[src/dlf_pkg.sv]
// Package for the degree-limited forest builder: command codes, field widths
// and the sequencer state type. No dependencies.
`default_nettype none
package dlf_pkg;

    localparam int CMD_W  = 2;
    localparam int VTX_W  = 7;
    localparam int COST_W = 16;
    localparam int SUM_W  = 22;
    localparam int DEG_W  = 6;
    localparam int CNT_W  = 6;

    typedef enum logic [CMD_W-1:0] {
        CMD_ADD    = 2'd0,
        CMD_REMOVE = 2'd1,
        CMD_CLEAR  = 2'd2,
        CMD_NONE   = 2'd3
    } cmd_t;

    typedef enum logic [4:0] {
        ST_INIT,
        ST_IDLE,
        ST_ADD_RDA,
        ST_ADD_RDB,
        ST_ADD_CHK,
        ST_ADD_INCB,
        ST_MERGE,
        ST_MERGE_DRAIN,
        ST_RM_POP,
        ST_RM_DECA,
        ST_RM_DECB,
        ST_RM_DECW,
        ST_RELABEL,
        ST_RP_RD,
        ST_RP_LA,
        ST_RP_LB,
        ST_RP_KEEP,
        ST_OUT
    } state_t;

endpackage
`default_nettype wire

[src/dlf_if.sv]
// Channel interfaces for the forest builder: command, result and config words.
// Depends on dlf_pkg.
`default_nettype none
interface dlf_cmd_if;
    logic                       valid;
    logic                       ready;
    logic [dlf_pkg::CMD_W-1:0]  cmd;
    logic [dlf_pkg::VTX_W-1:0]  vertex_a;
    logic [dlf_pkg::VTX_W-1:0]  vertex_b;
    logic [dlf_pkg::COST_W-1:0] edge_cost;
    modport source (output valid, cmd, vertex_a, vertex_b, edge_cost, input ready);
    modport sink   (input valid, cmd, vertex_a, vertex_b, edge_cost, output ready);
endinterface

interface dlf_rsp_if;
    logic                      valid;
    logic                      ready;
    logic                      accepted;
    logic [dlf_pkg::SUM_W-1:0] total_cost;
    logic [dlf_pkg::CNT_W-1:0] edge_count;
    modport source (output valid, accepted, total_cost, edge_count, input ready);
    modport sink   (input valid, accepted, total_cost, edge_count, output ready);
endinterface

interface dlf_cfg_if;
    logic                      valid;
    logic                      ready;
    logic [dlf_pkg::DEG_W-1:0] data;
    modport source (output valid, data, input ready);
    modport sink   (input valid, data, output ready);
endinterface
`default_nettype wire

[src/dlf_ram.sv]
// Simple dual-port RAM: one write port, one registered read port.
// No package dependencies.
`default_nettype none
module dlf_ram #(
    parameter int DEPTH = 64,
    parameter int WIDTH = 8,
    parameter int AW    = 6
) (
    input  wire logic             clk,
    input  wire logic             we,
    input  wire logic [AW-1:0]    waddr,
    input  wire logic [WIDTH-1:0] wdata,
    input  wire logic [AW-1:0]    raddr,
    output logic      [WIDTH-1:0] rdata
);

    logic [WIDTH-1:0] mem [DEPTH];

    always_ff @(posedge clk)
    begin
        if (we)
        begin
            mem[waddr] <= wdata;
        end
        rdata <= mem[raddr];
    end

endmodule
`default_nettype wire

[src/degree_limited_forest_builder.sv]
// An accepted add ends with one label sweep; a clear reruns the init sweep. A remove that pops
// an edge relabels every vertex, then replays every remaining stored edge, one label sweep per
// edge, through the single label memory read port.
// Throughput: one word at a time; the next is taken in the cycle after the result loads, later
// while the result waits. Reset: asynchronous, active low; a sweep then sets degrees to zero and
// labels to zero-based vertex indices, command ready stays low. Uses dlf_pkg, dlf_if, dlf_ram.
`default_nettype none
module degree_limited_forest_builder #(
    parameter int MAX_VERTICES = 64
) (
    input  wire logic   clk,
    input  wire logic   rst_n,
    dlf_cfg_if.sink     cfg,
    dlf_cmd_if.sink     cmd_ch,
    dlf_rsp_if.source   rsp_ch
);

    localparam int VW = $clog2(MAX_VERTICES);
    localparam int SW = 2 * VW + dlf_pkg::COST_W;
    localparam logic [VW-1:0] LAST_V = VW'(MAX_VERTICES - 1);

    dlf_pkg::state_t state_reg, state_next;

    logic [VW-1:0]              idx_reg, idx_next;
    logic [VW-1:0]              k_reg, k_next;
    logic [dlf_pkg::CMD_W-1:0]  cmd_reg, cmd_next;
    logic [dlf_pkg::VTX_W-1:0]  va_reg, va_next;
    logic [dlf_pkg::VTX_W-1:0]  vb_reg, vb_next;
    logic [dlf_pkg::COST_W-1:0] cin_reg, cin_next;
    logic [dlf_pkg::DEG_W-1:0]  deg_a_reg, deg_a_next;
    logic [dlf_pkg::DEG_W-1:0]  deg_b_reg, deg_b_next;
    logic [VW-1:0]              keep_reg, keep_next;
    logic [VW-1:0]              gone_reg, gone_next;
    logic [VW-1:0]              top_b_reg, top_b_next;
    logic [VW-1:0]              cnt_reg, cnt_next;
    logic [dlf_pkg::SUM_W-1:0]  sum_reg, sum_next;
    logic [dlf_pkg::DEG_W-1:0]  lim_reg, lim_next;
    logic                       rep_reg, rep_next;
    logic                       acc_reg, acc_next;
    logic                       boot_reg, boot_next;
    logic                       mp_vld_reg, mp_vld_next;
    logic [VW-1:0]              mp_addr_reg, mp_addr_next;
    logic                       out_valid_reg, out_valid_next;
    logic                       out_acc_reg, out_acc_next;
    logic [dlf_pkg::SUM_W-1:0]  out_sum_reg, out_sum_next;
    logic [VW-1:0]              out_cnt_reg, out_cnt_next;

    // memory ports
    logic                      deg_we, lbl_we, st_we;
    logic [VW-1:0]             deg_waddr, deg_raddr, lbl_waddr, lbl_raddr, st_raddr;
    logic [dlf_pkg::DEG_W-1:0] deg_wdata, deg_rdata;
    logic [VW-1:0]             lbl_wdata, lbl_rdata;
    logic [SW-1:0]             st_wdata, st_rdata;

    logic [VW-1:0]             a_idx, b_idx, st_a, st_b;
    logic [dlf_pkg::COST_W-1:0] st_cost;
    logic                      bad_add, add_ok, accept, out_free, last_idx;

    assign a_idx    = VW'(int'(va_reg) - 1);
    assign b_idx    = VW'(int'(vb_reg) - 1);
    assign st_a     = st_rdata[SW-1 -: VW];
    assign st_b     = st_rdata[dlf_pkg::COST_W +: VW];
    assign st_cost  = st_rdata[dlf_pkg::COST_W-1:0];
    assign bad_add  = (va_reg == '0) || (int'(va_reg) > MAX_VERTICES)
                   || (vb_reg == '0) || (int'(vb_reg) > MAX_VERTICES)
                   || (cnt_reg == LAST_V);
    assign add_ok   = (deg_a_reg < lim_reg) && (deg_rdata < lim_reg)
                   && (keep_reg != lbl_rdata);
    assign accept   = cmd_ch.valid && cmd_ch.ready;
    assign out_free = !out_valid_reg || rsp_ch.ready;
    assign last_idx = (idx_reg == LAST_V);

    assign cmd_ch.ready     = (state_reg == dlf_pkg::ST_IDLE);
    assign cfg.ready        = 1'b1;
    assign rsp_ch.valid     = out_valid_reg;
    assign rsp_ch.accepted  = out_acc_reg;
    assign rsp_ch.total_cost = out_sum_reg;
    assign rsp_ch.edge_count = dlf_pkg::CNT_W'(out_cnt_reg);

    dlf_ram #(.DEPTH(MAX_VERTICES), .WIDTH(dlf_pkg::DEG_W), .AW(VW)) u_deg (
        .clk(clk), .we(deg_we), .waddr(deg_waddr), .wdata(deg_wdata),
        .raddr(deg_raddr), .rdata(deg_rdata)
    );

    dlf_ram #(.DEPTH(MAX_VERTICES), .WIDTH(VW), .AW(VW)) u_lbl (
        .clk(clk), .we(lbl_we), .waddr(lbl_waddr), .wdata(lbl_wdata),
        .raddr(lbl_raddr), .rdata(lbl_rdata)
    );

    dlf_ram #(.DEPTH(MAX_VERTICES - 1), .WIDTH(SW), .AW(VW)) u_stack (
        .clk(clk), .we(st_we), .waddr(cnt_reg), .wdata(st_wdata),
        .raddr(st_raddr), .rdata(st_rdata)
    );

    // next state
    always_comb
    begin
        state_next = state_reg;
        unique case (state_reg)
            dlf_pkg::ST_INIT:
            begin
                if (last_idx)
                begin
                    state_next = boot_reg ? dlf_pkg::ST_IDLE : dlf_pkg::ST_OUT;
                end
            end
            dlf_pkg::ST_IDLE:
            begin
                if (accept)
                begin
                    unique case (dlf_pkg::cmd_t'(cmd_ch.cmd))
                        dlf_pkg::CMD_ADD:    state_next = dlf_pkg::ST_ADD_RDA;
                        dlf_pkg::CMD_REMOVE: state_next = dlf_pkg::ST_RM_POP;
                        dlf_pkg::CMD_CLEAR:  state_next = dlf_pkg::ST_INIT;
                        default:             state_next = dlf_pkg::ST_OUT;
                    endcase
                end
            end
            dlf_pkg::ST_ADD_RDA:
                state_next = bad_add ? dlf_pkg::ST_OUT : dlf_pkg::ST_ADD_RDB;
            dlf_pkg::ST_ADD_RDB:  state_next = dlf_pkg::ST_ADD_CHK;
            dlf_pkg::ST_ADD_CHK:
                state_next = add_ok ? dlf_pkg::ST_ADD_INCB : dlf_pkg::ST_OUT;
            dlf_pkg::ST_ADD_INCB: state_next = dlf_pkg::ST_MERGE;
            dlf_pkg::ST_MERGE:
            begin
                if (last_idx)
                begin
                    state_next = dlf_pkg::ST_MERGE_DRAIN;
                end
            end
            dlf_pkg::ST_MERGE_DRAIN:
            begin
                if (rep_reg && ({1'b0, k_reg} + 1'b1 < {1'b0, cnt_reg}))
                begin
                    state_next = dlf_pkg::ST_RP_RD;
                end
                else
                begin
                    state_next = dlf_pkg::ST_OUT;
                end
            end
            dlf_pkg::ST_RM_POP:
                state_next = (cnt_reg == '0) ? dlf_pkg::ST_OUT : dlf_pkg::ST_RM_DECA;
            dlf_pkg::ST_RM_DECA: state_next = dlf_pkg::ST_RM_DECB;
            dlf_pkg::ST_RM_DECB: state_next = dlf_pkg::ST_RM_DECW;
            dlf_pkg::ST_RM_DECW: state_next = dlf_pkg::ST_RELABEL;
            dlf_pkg::ST_RELABEL:
            begin
                if (last_idx)
                begin
                    state_next = (cnt_reg == '0) ? dlf_pkg::ST_OUT : dlf_pkg::ST_RP_RD;
                end
            end
            dlf_pkg::ST_RP_RD:   state_next = dlf_pkg::ST_RP_LA;
            dlf_pkg::ST_RP_LA:   state_next = dlf_pkg::ST_RP_LB;
            dlf_pkg::ST_RP_LB:   state_next = dlf_pkg::ST_RP_KEEP;
            dlf_pkg::ST_RP_KEEP: state_next = dlf_pkg::ST_MERGE;
            dlf_pkg::ST_OUT:
            begin
                if (out_free)
                begin
                    state_next = dlf_pkg::ST_IDLE;
                end
            end
            default: state_next = dlf_pkg::ST_IDLE;
        endcase
    end

    // datapath and memory control
    always_comb
    begin
        idx_next       = idx_reg;
        k_next         = k_reg;
        cmd_next       = cmd_reg;
        va_next        = va_reg;
        vb_next        = vb_reg;
        cin_next       = cin_reg;
        deg_a_next     = deg_a_reg;
        deg_b_next     = deg_b_reg;
        keep_next      = keep_reg;
        gone_next      = gone_reg;
        top_b_next     = top_b_reg;
        cnt_next       = cnt_reg;
        sum_next       = sum_reg;
        lim_next       = (cfg.valid && cfg.ready) ? cfg.data : lim_reg;
        rep_next       = rep_reg;
        acc_next       = acc_reg;
        boot_next      = boot_reg;
        mp_vld_next    = 1'b0;
        mp_addr_next   = mp_addr_reg;
        out_valid_next = out_valid_reg && !rsp_ch.ready;
        out_acc_next   = out_acc_reg;
        out_sum_next   = out_sum_reg;
        out_cnt_next   = out_cnt_reg;

        deg_we    = 1'b0;
        deg_waddr = idx_reg;
        deg_wdata = '0;
        deg_raddr = a_idx;
        lbl_we    = 1'b0;
        lbl_waddr = idx_reg;
        lbl_wdata = idx_reg;
        lbl_raddr = a_idx;
        st_we     = 1'b0;
        st_wdata  = {a_idx, b_idx, cin_reg};
        st_raddr  = k_reg;

        unique case (state_reg)
            dlf_pkg::ST_INIT:
            begin
                deg_we   = 1'b1;
                lbl_we   = 1'b1;
                idx_next = idx_reg + 1'b1;
                if (last_idx)
                begin
                    boot_next = 1'b0;
                    idx_next  = '0;
                end
            end
            dlf_pkg::ST_IDLE:
            begin
                if (accept)
                begin
                    cmd_next = cmd_ch.cmd;
                    va_next  = cmd_ch.vertex_a;
                    vb_next  = cmd_ch.vertex_b;
                    cin_next = cmd_ch.edge_cost;
                    acc_next = 1'b0;
                    rep_next = 1'b0;
                    idx_next = '0;
                    if (dlf_pkg::cmd_t'(cmd_ch.cmd) == dlf_pkg::CMD_CLEAR)
                    begin
                        acc_next = 1'b1;
                        cnt_next = '0;
                        sum_next = '0;
                    end
                end
            end
            dlf_pkg::ST_ADD_RDA:
            begin
                deg_raddr = a_idx;
                lbl_raddr = a_idx;
            end
            dlf_pkg::ST_ADD_RDB:
            begin
                deg_a_next = deg_rdata;
                keep_next  = lbl_rdata;
                deg_raddr  = b_idx;
                lbl_raddr  = b_idx;
            end
            dlf_pkg::ST_ADD_CHK:
            begin
                if (add_ok)
                begin
                    st_we      = 1'b1;
                    deg_we     = 1'b1;
                    deg_waddr  = a_idx;
                    deg_wdata  = deg_a_reg + 1'b1;
                    cnt_next   = cnt_reg + 1'b1;
                    sum_next   = sum_reg + dlf_pkg::SUM_W'(cin_reg);
                    acc_next   = 1'b1;
                    deg_b_next = deg_rdata;
                    gone_next  = lbl_rdata;
                end
            end
            dlf_pkg::ST_ADD_INCB:
            begin
                deg_we    = 1'b1;
                deg_waddr = b_idx;
                deg_wdata = deg_b_reg + 1'b1;
                idx_next  = '0;
            end
            dlf_pkg::ST_MERGE:
            begin
                // read one label per cycle, rewrite the one read in the previous cycle
                lbl_raddr    = idx_reg;
                mp_vld_next  = 1'b1;
                mp_addr_next = idx_reg;
                lbl_we       = mp_vld_reg && (lbl_rdata == gone_reg);
                lbl_waddr    = mp_addr_reg;
                lbl_wdata    = keep_reg;
                idx_next     = idx_reg + 1'b1;
                if (last_idx)
                begin
                    idx_next = '0;
                end
            end
            dlf_pkg::ST_MERGE_DRAIN:
            begin
                lbl_we    = mp_vld_reg && (lbl_rdata == gone_reg);
                lbl_waddr = mp_addr_reg;
                lbl_wdata = keep_reg;
                k_next    = k_reg + 1'b1;
            end
            dlf_pkg::ST_RM_POP:
            begin
                st_raddr = cnt_reg - 1'b1;
            end
            dlf_pkg::ST_RM_DECA:
            begin
                top_b_next = st_b;
                sum_next   = sum_reg - dlf_pkg::SUM_W'(st_cost);
                cnt_next   = cnt_reg - 1'b1;
                deg_raddr  = st_a;
                mp_addr_next = st_a;
                acc_next   = 1'b1;
                rep_next   = 1'b1;
            end
            dlf_pkg::ST_RM_DECB:
            begin
                deg_we    = 1'b1;
                deg_waddr = mp_addr_reg;
                deg_wdata = deg_rdata - 1'b1;
                deg_raddr = top_b_reg;
            end
            dlf_pkg::ST_RM_DECW:
            begin
                deg_we    = 1'b1;
                deg_waddr = top_b_reg;
                deg_wdata = deg_rdata - 1'b1;
                idx_next  = '0;
                k_next    = '0;
            end
            dlf_pkg::ST_RELABEL:
            begin
                lbl_we   = 1'b1;
                idx_next = idx_reg + 1'b1;
                if (last_idx)
                begin
                    idx_next = '0;
                end
            end
            dlf_pkg::ST_RP_RD:
            begin
                st_raddr = k_reg;
            end
            dlf_pkg::ST_RP_LA:
            begin
                lbl_raddr  = st_a;
                top_b_next = st_b;
            end
            dlf_pkg::ST_RP_LB:
            begin
                keep_next = lbl_rdata;
                lbl_raddr = top_b_reg;
            end
            dlf_pkg::ST_RP_KEEP:
            begin
                gone_next = lbl_rdata;
                idx_next  = '0;
            end
            dlf_pkg::ST_OUT:
            begin
                if (out_free)
                begin
                    out_valid_next = 1'b1;
                    out_acc_next   = acc_reg;
                    out_sum_next   = sum_reg;
                    out_cnt_next   = cnt_reg;
                end
            end
            default:
            begin
                idx_next = '0;
            end
        endcase
    end

    always_ff @(posedge clk or negedge rst_n)
    begin
        if (!rst_n)
        begin
            state_reg     <= dlf_pkg::ST_INIT;
            idx_reg       <= '0;
            k_reg         <= '0;
            cnt_reg       <= '0;
            sum_reg       <= '0;
            lim_reg       <= dlf_pkg::DEG_W'(2);
            rep_reg       <= 1'b0;
            acc_reg       <= 1'b0;
            boot_reg      <= 1'b1;
            mp_vld_reg    <= 1'b0;
            out_valid_reg <= 1'b0;
        end
        else
        begin
            state_reg     <= state_next;
            idx_reg       <= idx_next;
            k_reg         <= k_next;
            cnt_reg       <= cnt_next;
            sum_reg       <= sum_next;
            lim_reg       <= lim_next;
            rep_reg       <= rep_next;
            acc_reg       <= acc_next;
            boot_reg      <= boot_next;
            mp_vld_reg    <= mp_vld_next;
            out_valid_reg <= out_valid_next;
        end
    end

    always_ff @(posedge clk)
    begin
        cmd_reg     <= cmd_next;
        va_reg      <= va_next;
        vb_reg      <= vb_next;
        cin_reg     <= cin_next;
        deg_a_reg   <= deg_a_next;
        deg_b_reg   <= deg_b_next;
        keep_reg    <= keep_next;
        gone_reg    <= gone_next;
        top_b_reg   <= top_b_next;
        mp_addr_reg <= mp_addr_next;
        out_acc_reg <= out_acc_next;
        out_sum_reg <= out_sum_next;
        out_cnt_reg <= out_cnt_next;
    end

`ifndef SYNTHESIS
    a_push_not_full: assert property (@(posedge clk) disable iff (!rst_n)
        st_we |-> cnt_reg != LAST_V)
        else $error("edge pushed on a full stack");

    a_busy_after_accept: assert property (@(posedge clk) disable iff (!rst_n)
        accept |=> state_reg != dlf_pkg::ST_IDLE)
        else $error("sequencer idle right after taking a word");

    a_add_bumps_count: assert property (@(posedge clk) disable iff (!rst_n)
        (state_reg == dlf_pkg::ST_ADD_CHK && add_ok) |=> cnt_reg == $past(cnt_reg) + 1'b1)
        else $error("accepted edge did not raise the stack count");
`endif

endmodule
`default_nettype wire
[src/flat_wrapper.sv]
// flat-port wrapper written by rule: the top's interface ports become plain ports
module degree_limited_forest_builder_flat 
#(
    parameter int MAX_VERTICES = 64
)
  (clk, rst_n, cfg_valid, cfg_data, cfg_ready, cmd_ch_valid, cmd_ch_cmd, cmd_ch_vertex_a, cmd_ch_vertex_b, cmd_ch_edge_cost, cmd_ch_ready, rsp_ch_valid, rsp_ch_accepted, rsp_ch_total_cost, rsp_ch_edge_count, rsp_ch_ready);
  dlf_cfg_if cfg_i ();
  dlf_cmd_if cmd_ch_i ();
  dlf_rsp_if rsp_ch_i ();
  input  wire logic clk;
  input  wire logic rst_n;
  input wire logic [$bits(cfg_i.valid)-1:0] cfg_valid;
  input wire logic [$bits(cfg_i.data)-1:0] cfg_data;
  output wire logic [$bits(cfg_i.ready)-1:0] cfg_ready;
  input wire logic [$bits(cmd_ch_i.valid)-1:0] cmd_ch_valid;
  input wire logic [$bits(cmd_ch_i.cmd)-1:0] cmd_ch_cmd;
  input wire logic [$bits(cmd_ch_i.vertex_a)-1:0] cmd_ch_vertex_a;
  input wire logic [$bits(cmd_ch_i.vertex_b)-1:0] cmd_ch_vertex_b;
  input wire logic [$bits(cmd_ch_i.edge_cost)-1:0] cmd_ch_edge_cost;
  output wire logic [$bits(cmd_ch_i.ready)-1:0] cmd_ch_ready;
  output wire logic [$bits(rsp_ch_i.valid)-1:0] rsp_ch_valid;
  output wire logic [$bits(rsp_ch_i.accepted)-1:0] rsp_ch_accepted;
  output wire logic [$bits(rsp_ch_i.total_cost)-1:0] rsp_ch_total_cost;
  output wire logic [$bits(rsp_ch_i.edge_count)-1:0] rsp_ch_edge_count;
  input wire logic [$bits(rsp_ch_i.ready)-1:0] rsp_ch_ready;
  assign cfg_i.valid = cfg_valid;
  assign cfg_i.data = cfg_data;
  assign cfg_ready = cfg_i.ready;
  assign cmd_ch_i.valid = cmd_ch_valid;
  assign cmd_ch_i.cmd = cmd_ch_cmd;
  assign cmd_ch_i.vertex_a = cmd_ch_vertex_a;
  assign cmd_ch_i.vertex_b = cmd_ch_vertex_b;
  assign cmd_ch_i.edge_cost = cmd_ch_edge_cost;
  assign cmd_ch_ready = cmd_ch_i.ready;
  assign rsp_ch_valid = rsp_ch_i.valid;
  assign rsp_ch_accepted = rsp_ch_i.accepted;
  assign rsp_ch_total_cost = rsp_ch_i.total_cost;
  assign rsp_ch_edge_count = rsp_ch_i.edge_count;
  assign rsp_ch_i.ready = rsp_ch_ready;
  degree_limited_forest_builder #(.MAX_VERTICES(MAX_VERTICES)) u_core (.clk(clk), .rst_n(rst_n), .cfg(cfg_i), .cmd_ch(cmd_ch_i), .rsp_ch(rsp_ch_i));
endmodule
[config.mk]
export PLATFORM = sky130hd
export DESIGN_NAME = degree_limited_forest_builder_flat
export DESIGN_NICKNAME = d
export VERILOG_FILES = /design/src/dlf_pkg.sv /design/src/dlf_if.sv /design/src/dlf_ram.sv /design/src/degree_limited_forest_builder.sv /design/src/flat_wrapper.sv
export SDC_FILE = /design/constraint.sdc
export NUM_CORES = 2
export LEC_CHECK = 0
export BUFFER_PORTS_ARGS = -buffer_cell sky130_fd_sc_hd__buf_4
export CAP_MARGIN = 10
export CORE_MARGIN = 10
export CORE_UTILIZATION = 50
export CTS_CLUSTER_DIAMETER = 100
export CTS_CLUSTER_SIZE = 20
export DETAILED_ROUTE_END_ITERATION = 10
export HOLD_SLACK_MARGIN = 0.1
export PLACE_DENSITY = 0.71
export SYNTH_ARGS = -nofsm -noshare
export SYNTH_HDL_FRONTEND = slang
export SYNTH_HIERARCHICAL = 1
export SYNTH_SLANG_ARGS = --single-unit
export TNS_END_PERCENT = 1
[constraint.sdc]
create_clock -name clk -period 6.5 [get_ports clk]
set_clock_uncertainty 0.05 [all_clocks]
set_input_delay 0.65 -clock clk [delete_from_list [all_inputs] [get_ports clk]]
set_output_delay 0.65 -clock clk [all_outputs]
set_load 0.02 [all_outputs]
Word-level counts from Yosys, hierarchy flattened
Memory sizes are Yosys's and may differ from the RTL's. A register that Yosys moved wholly into a read port is not among the register bits.
Index checks and enable logic that the tools add are counted.
- order comparisons: 5
- multiply operators: 0
- bitwise gates (word level): 1
- shifts and indexed selects: 0
- equality and inequality tests: 30
- divide/modulo/power cells: 0
- reductions and logical operators: 42
- muxes and demuxes: 56
- $add $sub $neg: 12
- operators by type and width (operator ; count):
    5-bit case mux with 17 select lines ; 1
    6-bit case mux with 3 select lines ; 4
    22-bit 2-to-1 mux ; 3
    6-bit 2-to-1 mux ; 11
    22-bit case mux with 3 select lines ; 1
    5-bit 2-to-1 mux ; 11
    6-bit case mux with 4 select lines ; 2
    5-bit by 4-bit equality test with 1-bit output (second input constant) ; 8
    6-bit case mux with 2 select lines ; 3
    6-bit by 1-bit adder with 6-bit output (second input constant) ; 5
    6-bit by 1-bit subtractor with 6-bit output (second input constant) ; 4
    22-bit by 16-bit adder with 22-bit output ; 1
    22-bit by 16-bit subtractor with 22-bit output ; 1
    5-bit by 3-bit equality test with 1-bit output (second input constant) ; 4
    1-bit 2-to-1 mux ; 15
    5-bit case mux with 3 select lines ; 1
    7-bit greater-than comparator (second input constant) ; 2
    7-bit zero test ; 2
    2-bit AND reduction ; 7
    6-bit equality test (second input constant) ; 2
    6-bit < comparator ; 2
    2-bit OR reduction ; 6
    11-bit OR reduction ; 1
    5-bit by 2-bit equality test with 1-bit output (second input constant) ; 2
    other kinds (26) ; 47
- memories kept: 3
- word-level logic and storage cells: 172
- memory bits (writable): 2532
- bits in latches: 0
- register bits after elaboration: 151
- output and inout bits: 32
- input bits: 43
- memory bits (read-only): 0
- memories (name ; words ; bits a word ; rd ports ; clocked after memory_dff ; wr ports ; RTL line ; RTL):
    u_core.u_stack.mem ; 63 ; 28 ; 1 ; 1 ; 1 ; dlf_ram.sv:17 ; logic [WIDTH-1:0] mem [DEPTH];
    u_core.u_deg.mem ; 64 ; 6 ; 1 ; 1 ; 1 ; dlf_ram.sv:17 ;
    u_core.u_lbl.mem ; 64 ; 6 ; 1 ; 1 ; 1 ; dlf_ram.sv:17 ;

Longest topological paths before layout
- depth after elaboration: 7
- gate-level depth with buffers: 18
- depth with buffers taken out: 16

Hierarchy
Netlist, hierarchy kept.
- modules (own cells, without submodules) (module ; area each (µm²) ; times used ; cells each):
    dlf_ram at u_core.u_stack ; 68110.3 ; 1 ; 3058
    dlf_ram at u_core.u_deg ... ; 15225.9 ; 2 ; 720
    degree_limited_forest_builder ; 9376.5 ; 1 ; 979

Worst setup path before layout
No wires, ideal clock.
- kind: reg2reg
- start: register u_core/vb_reg[0] in the netlist's numbering
- end: memory u_core/u_deg/mem[48][0] in the netlist's numbering (enable)
- clock period less this slack: 5334 ps
- setup slack: 1166 ps
- path buffers: 1
- stages on the path, launching flop included: 11
- setup time: 377 ps
- arrival: 4907 ps
- cells stage by stage: edfxtp_1 > inv_1 > ha_1 > nand2_1 > xnor2_1 > a22oi_1 > nand2_1 > a221o_1 > clkbuf_1 > nand4b_1 > nor3_1
- word-level cells in the longest chain between the ends: 2
- RTL lines (item ; RTL line ; RTL):
    start, declared ; degree_limited_forest_builder.sv:28 ; logic [dlf_pkg::VTX_W-1:0] vb_reg, vb_next;
    start signal, assigned ; degree_limited_forest_builder.sv:406 ; vb_reg <= vb_next;
    6-bit by 1-bit subtractor with 6-bit output ; degree_limited_forest_builder.sv:60 ; assign b_idx = VW'(int'(vb_reg) - 1);
    net u_core.b_idx[0] ; degree_limited_forest_builder.sv:55 ; logic [VW-1:0] a_idx, b_idx, st_a, st_b;
    6-bit case mux with 4 select lines ; degree_limited_forest_builder.sv:209 ; unique case (state_reg)
    end, declared ; dlf_ram.sv:17 ;
The timed path passes the listed nets, and every way through them passes these cells.

Worst setup path after layout
- start: register u_core.state_reg[3]
- end: memory u_core/u_stack/mem[21][18] in the netlist's numbering (enable)
- word-level cells in the longest chain between the ends: 4
- RTL lines (item ; RTL line ; RTL):
    start, declared ; degree_limited_forest_builder.sv:22 ; dlf_pkg::state_t state_reg, state_next;
    start signal, assigned ; degree_limited_forest_builder.sv:374 ; state_reg <= dlf_pkg::ST_INIT;
    start signal, assigned ; degree_limited_forest_builder.sv:388 ; state_reg <= state_next;
    5-bit by 3-bit equality test with 1-bit output ; degree_limited_forest_builder.sv:209 ;
    1-bit 2-to-1 mux ; degree_limited_forest_builder.sv:209 ;
    net u_core.st_we ; degree_limited_forest_builder.sv:49 ; logic deg_we, lbl_we, st_we;
    1-bit 2-to-1 mux ; dlf_ram.sv:21 ; if (we)
    1-bit 2-to-1 mux (implied by the code) ; dlf_ram.sv:23 ; mem[waddr] <= wdata;
    end, declared ; dlf_ram.sv:17 ;
The timed path passes the listed nets, and every way through them passes these cells.

==> metrics <==
I/O pins 75; worst-path fanout max 28; clock latency at the later pin of the worst-skew pair 0.84 ns; synthesized instance count 5477; CP Data Arrival Time 5.89 ns; WS Path Type register to register; worst setup margin 1.10 ns; Most common cell on crit path buf_4; starting DRC count in detailed routing 8096; vias per cell 6.47; # H-tree levels 4; syn nets 5568; R2R cell count 11; CP Launch Type register; dpl ws 1.25 ns; critical path's slowest cell nor2_4; vias in the first global route 54136; Crit path max-delay family simple AND/OR/NAND/NOR gates; layout cells sized above 1 20.8%; Data required, critical path 6.99 ns; Max Fclk 0.185 GHz; total iterations of the first detailed-routing run 8; CTS tree done; WHS Path Cells 3; Hold EP u_core/state_reg[0]; Post-synth EDFFs 2627; Final Cycle Share 83.1%; gr usage total 22.0%; sequential-to-total area share from yosys stat 75.1%; Inst Count DP 8253; async set-reset flop share out of synthesis 2.06%; Buf+Inv Stages, Crit Path 5; Final Wtd Congestion 0.879; Reg clk slew, reported paths 0.08 ns; first-pass GRT wire length 383 mm; core box area 215000 µm²; Most flops, register u_core/u_stack/mem; Final Power 46.1 mW; FILL cells 15864; Final ANT Viol Nets 0; #FFs+latches synth 2723; pwr dens 393 nW/µm²; Final Max Tran Viols 0; Max VDD drop 0.325 mV; initial antenna violation count 8; postcts setup bufs 0; GRT overflow 0; CTS Buf Count 154; largest registers u_core/u_stack/mem: 1764 flops, u_core/u_deg/mem: 384 flops, u_core/u_lbl/mem: 384 flops; Leakage 36.6 nW; PortBufs 73; Syn Std Cell Area 108000 µm²; total of max-cap violations 0; clock power share 21.2%; Worst slew margin 8.50%; DR WL/cell 30.8 µm; Hold Path Origin cmd_ch_cmd[0]; crit path capture type register; Switching Power 15.1 mW; R2R Setup Slk 1.10 ns; max reg flops 1764; Die Wd 485 µm; CTS max path bufs 3; yosys warns 6; row cnt 170; RSZ-0062 raised after global routing false; Sw Ratio 32.8%; Post-DP HPWL 158 mm; Worst Tran Pin Value 1.37 ns; fin cells 8520; launch point of the worst reg-to-reg path u_core/state_reg[3]; min Tclk post-route 5.40 ns; Routed WL 262 mm; Comb pwr share 32.6%; pin count of the biggest net entering global routing 88; # setup viols final 0; Seq pwr share 46.2%; slowest stage delay, CP 0.93 ns; Internal 31.0 mW; top_reg_cell synth edfxtp_1; CTS sink cnt 2723; Root Driver clkbuf_16; die area 235000 µm²; syn avg cell area 19.7 µm²; Die Ht 485 µm; Final #Nets 5715; Netlist cell types 96; setup tns final 0 ns; DRC Markers 0; cells along the critical path inv_2 > nand2_2 > nor2_2 > nand4_1 > buf_4 > inv_1 > buf_4 > nor2b_1 > nand3_1 > nor2_4 > buf_4; Critical R2R Capture u_core/u_stack/mem[21][18]; via count 55111; Hold/Removal Path Class primary input to register; Hold Fails Final Rpt 0; status finished, final reports clean; P&R area growth vs syn 8.77%; initial core utilization 50.3%
[cells in the mapped netlist (29+ instances only)]
library cell	instances	area [µm²]
a211oi_1	41	308
a21oi_1	102	510
a22o_1	34	298
a22oi_1	54	405
buf_2	75	375
buf_4	29	218
buf_6	33	372
clkbuf_1	134	503
dfrtp_1	54	1350
dfxtp_1	40	801
edfxtp_1	2627	78900
ha_1	47	588
inv_1	33	124
mux2_2	54	608
mux2i_1	154	1540
mux4_2	570	12800
nand2_1	235	882
nand3_1	64	320
nor2_1	285	1070
nor2b_1	55	344
nor3_1	64	320
o21ai_0	144	721
o221ai_1	38	333
o22ai_1	67	419
xnor2_1	36	315
xor2_1	34	298
[cells by family after synthesis]
kind of cell | synth area share [%]
muxes | 14.2
other | 0.00347
adders and majority gates | 0.563
and+or+nand+nor | 3.69
AOI/OAI and AO/OA | 4.24
xor gates and xnor gates | 0.568
DFF | 75.1
buffers and inverters | 1.64
[through the flow]
step / cell area [µm²] / hold slack [ns] / util (%)
floorplan: 108000 / 0.304 / -
CTS: 117000 / 0.158 / 54.7
global route: 117000 / 0.212 / 54.7
detailed placement: 113000 / 0.399 / 52.4
global placement: 113000 / 0.398 / 52.4
finish: 117000 / 0.235 / 54.7
[placed cells by master (no fill, tap or decap), types with 13 or more instances in the layout]
cell type,instances
o31ai_1,18
nand2_1,229
a221oi_1,26
edfxtp_1,2627
xnor2_1,34
mux4_2,570
nor2_1,224
a211o_1,13
a22o_1,33
a21oi_1,96
dfrtp_1,54
clkbuf_1,41
clkbuf_16,156
buf_12,23
inv_1,28
buf_4,210
mux2i_1,152
a211oi_1,41
xor2_1,29
nand4_1,25
nor2b_1,51
o21ai_1,28
ha_1,47
o21ai_0,137
a22oi_1,54
or3_1,14
nor3_1,62
nand3b_1,17
nand2b_1,25
o221ai_1,38
nor2_4,50
dlygate4sd3_1,48
nand3_1,63
o22ai_1,67
dfxtp_1,40
mux2_2,54
[worst max-delay path by stage]
stage | from | to | slack (ns) | cells after the start
after CTS | u_core/state_reg[3] | u_core/u_stack/mem[53][10] | 1.24 | 10
after global placement | u_core/state_reg[3] | u_core/u_stack/mem[53][4] | 1.34 | 10
after detailed placement | u_core/state_reg[3] | u_core/u_stack/mem[53][4] | 1.25 | 10
after floorplan | u_core/vb_reg[0] | u_core/u_deg/mem[48][0] | 1.17 | 10
final | u_core/state_reg[3] | u_core/u_stack/mem[21][18] | 1.10 | 11
after global routing | u_core/state_reg[3] | u_core/u_stack/mem[53][24] | 0.93 | 10
[what timing repair did]
item	CTS	global route
gates resized for setup	0	0
hold endpoints to repair	91	0
hold buffers	48	0
[per-layer routing]
layer / vias to the layer above / part of all wire (%) / GRT usage [%]
li1: 22689 / - / -
met1: 28865 / 39 / 31.8
met2: 3102 / 46 / 33.6
met3: 445 / 11 / 4.48
met4: 10 / 3.8 / 7.53
met5: - / 0.022 / 0
[worst register-to-register path, stage by stage (launching register included)]
cell     delay (ns)
dfrtp_1        0.70
inv_2          0.35
nand2_2        0.16
nor2_2         0.44
nand4_1        0.16
buf_4          0.24
inv_1          0.51
buf_4          0.30
nor2b_1        0.28
nand3_1        0.66
nor2_4         0.93
buf_4          0.33
[power groups by stage]
stage | sequential (mW) | combinational (mW) | clock, mW
after CTS | 21.3 | 14.9 | 9.96
after detailed placement | 21.7 | 14.9 | 0
after global placement | 21.7 | 14.7 | 0
after global routing | 21.4 | 15.9 | 10.6
final | 21.3 | 15.0 | 9.76
after floorplan | 21.6 | 9.99 | 0
[area by class of cell]
type | count | area [µm²] | share of cell area, %
multi-input combinational | 2427 | 25800 | 22.0
timing repair buffer | 282 | 2530 | 2.16
tap | 2838 | 3550 | 3.02
inverter | 36 | 135 | 0.115
clock buffer | 197 | 4060 | 3.46
clock inverter | 15 | 208 | 0.177
sequential | 2723 | 81100 | 69.1
antenna | 2 | 5.00 | 0.00426
(Power assumes the default switching activity.)
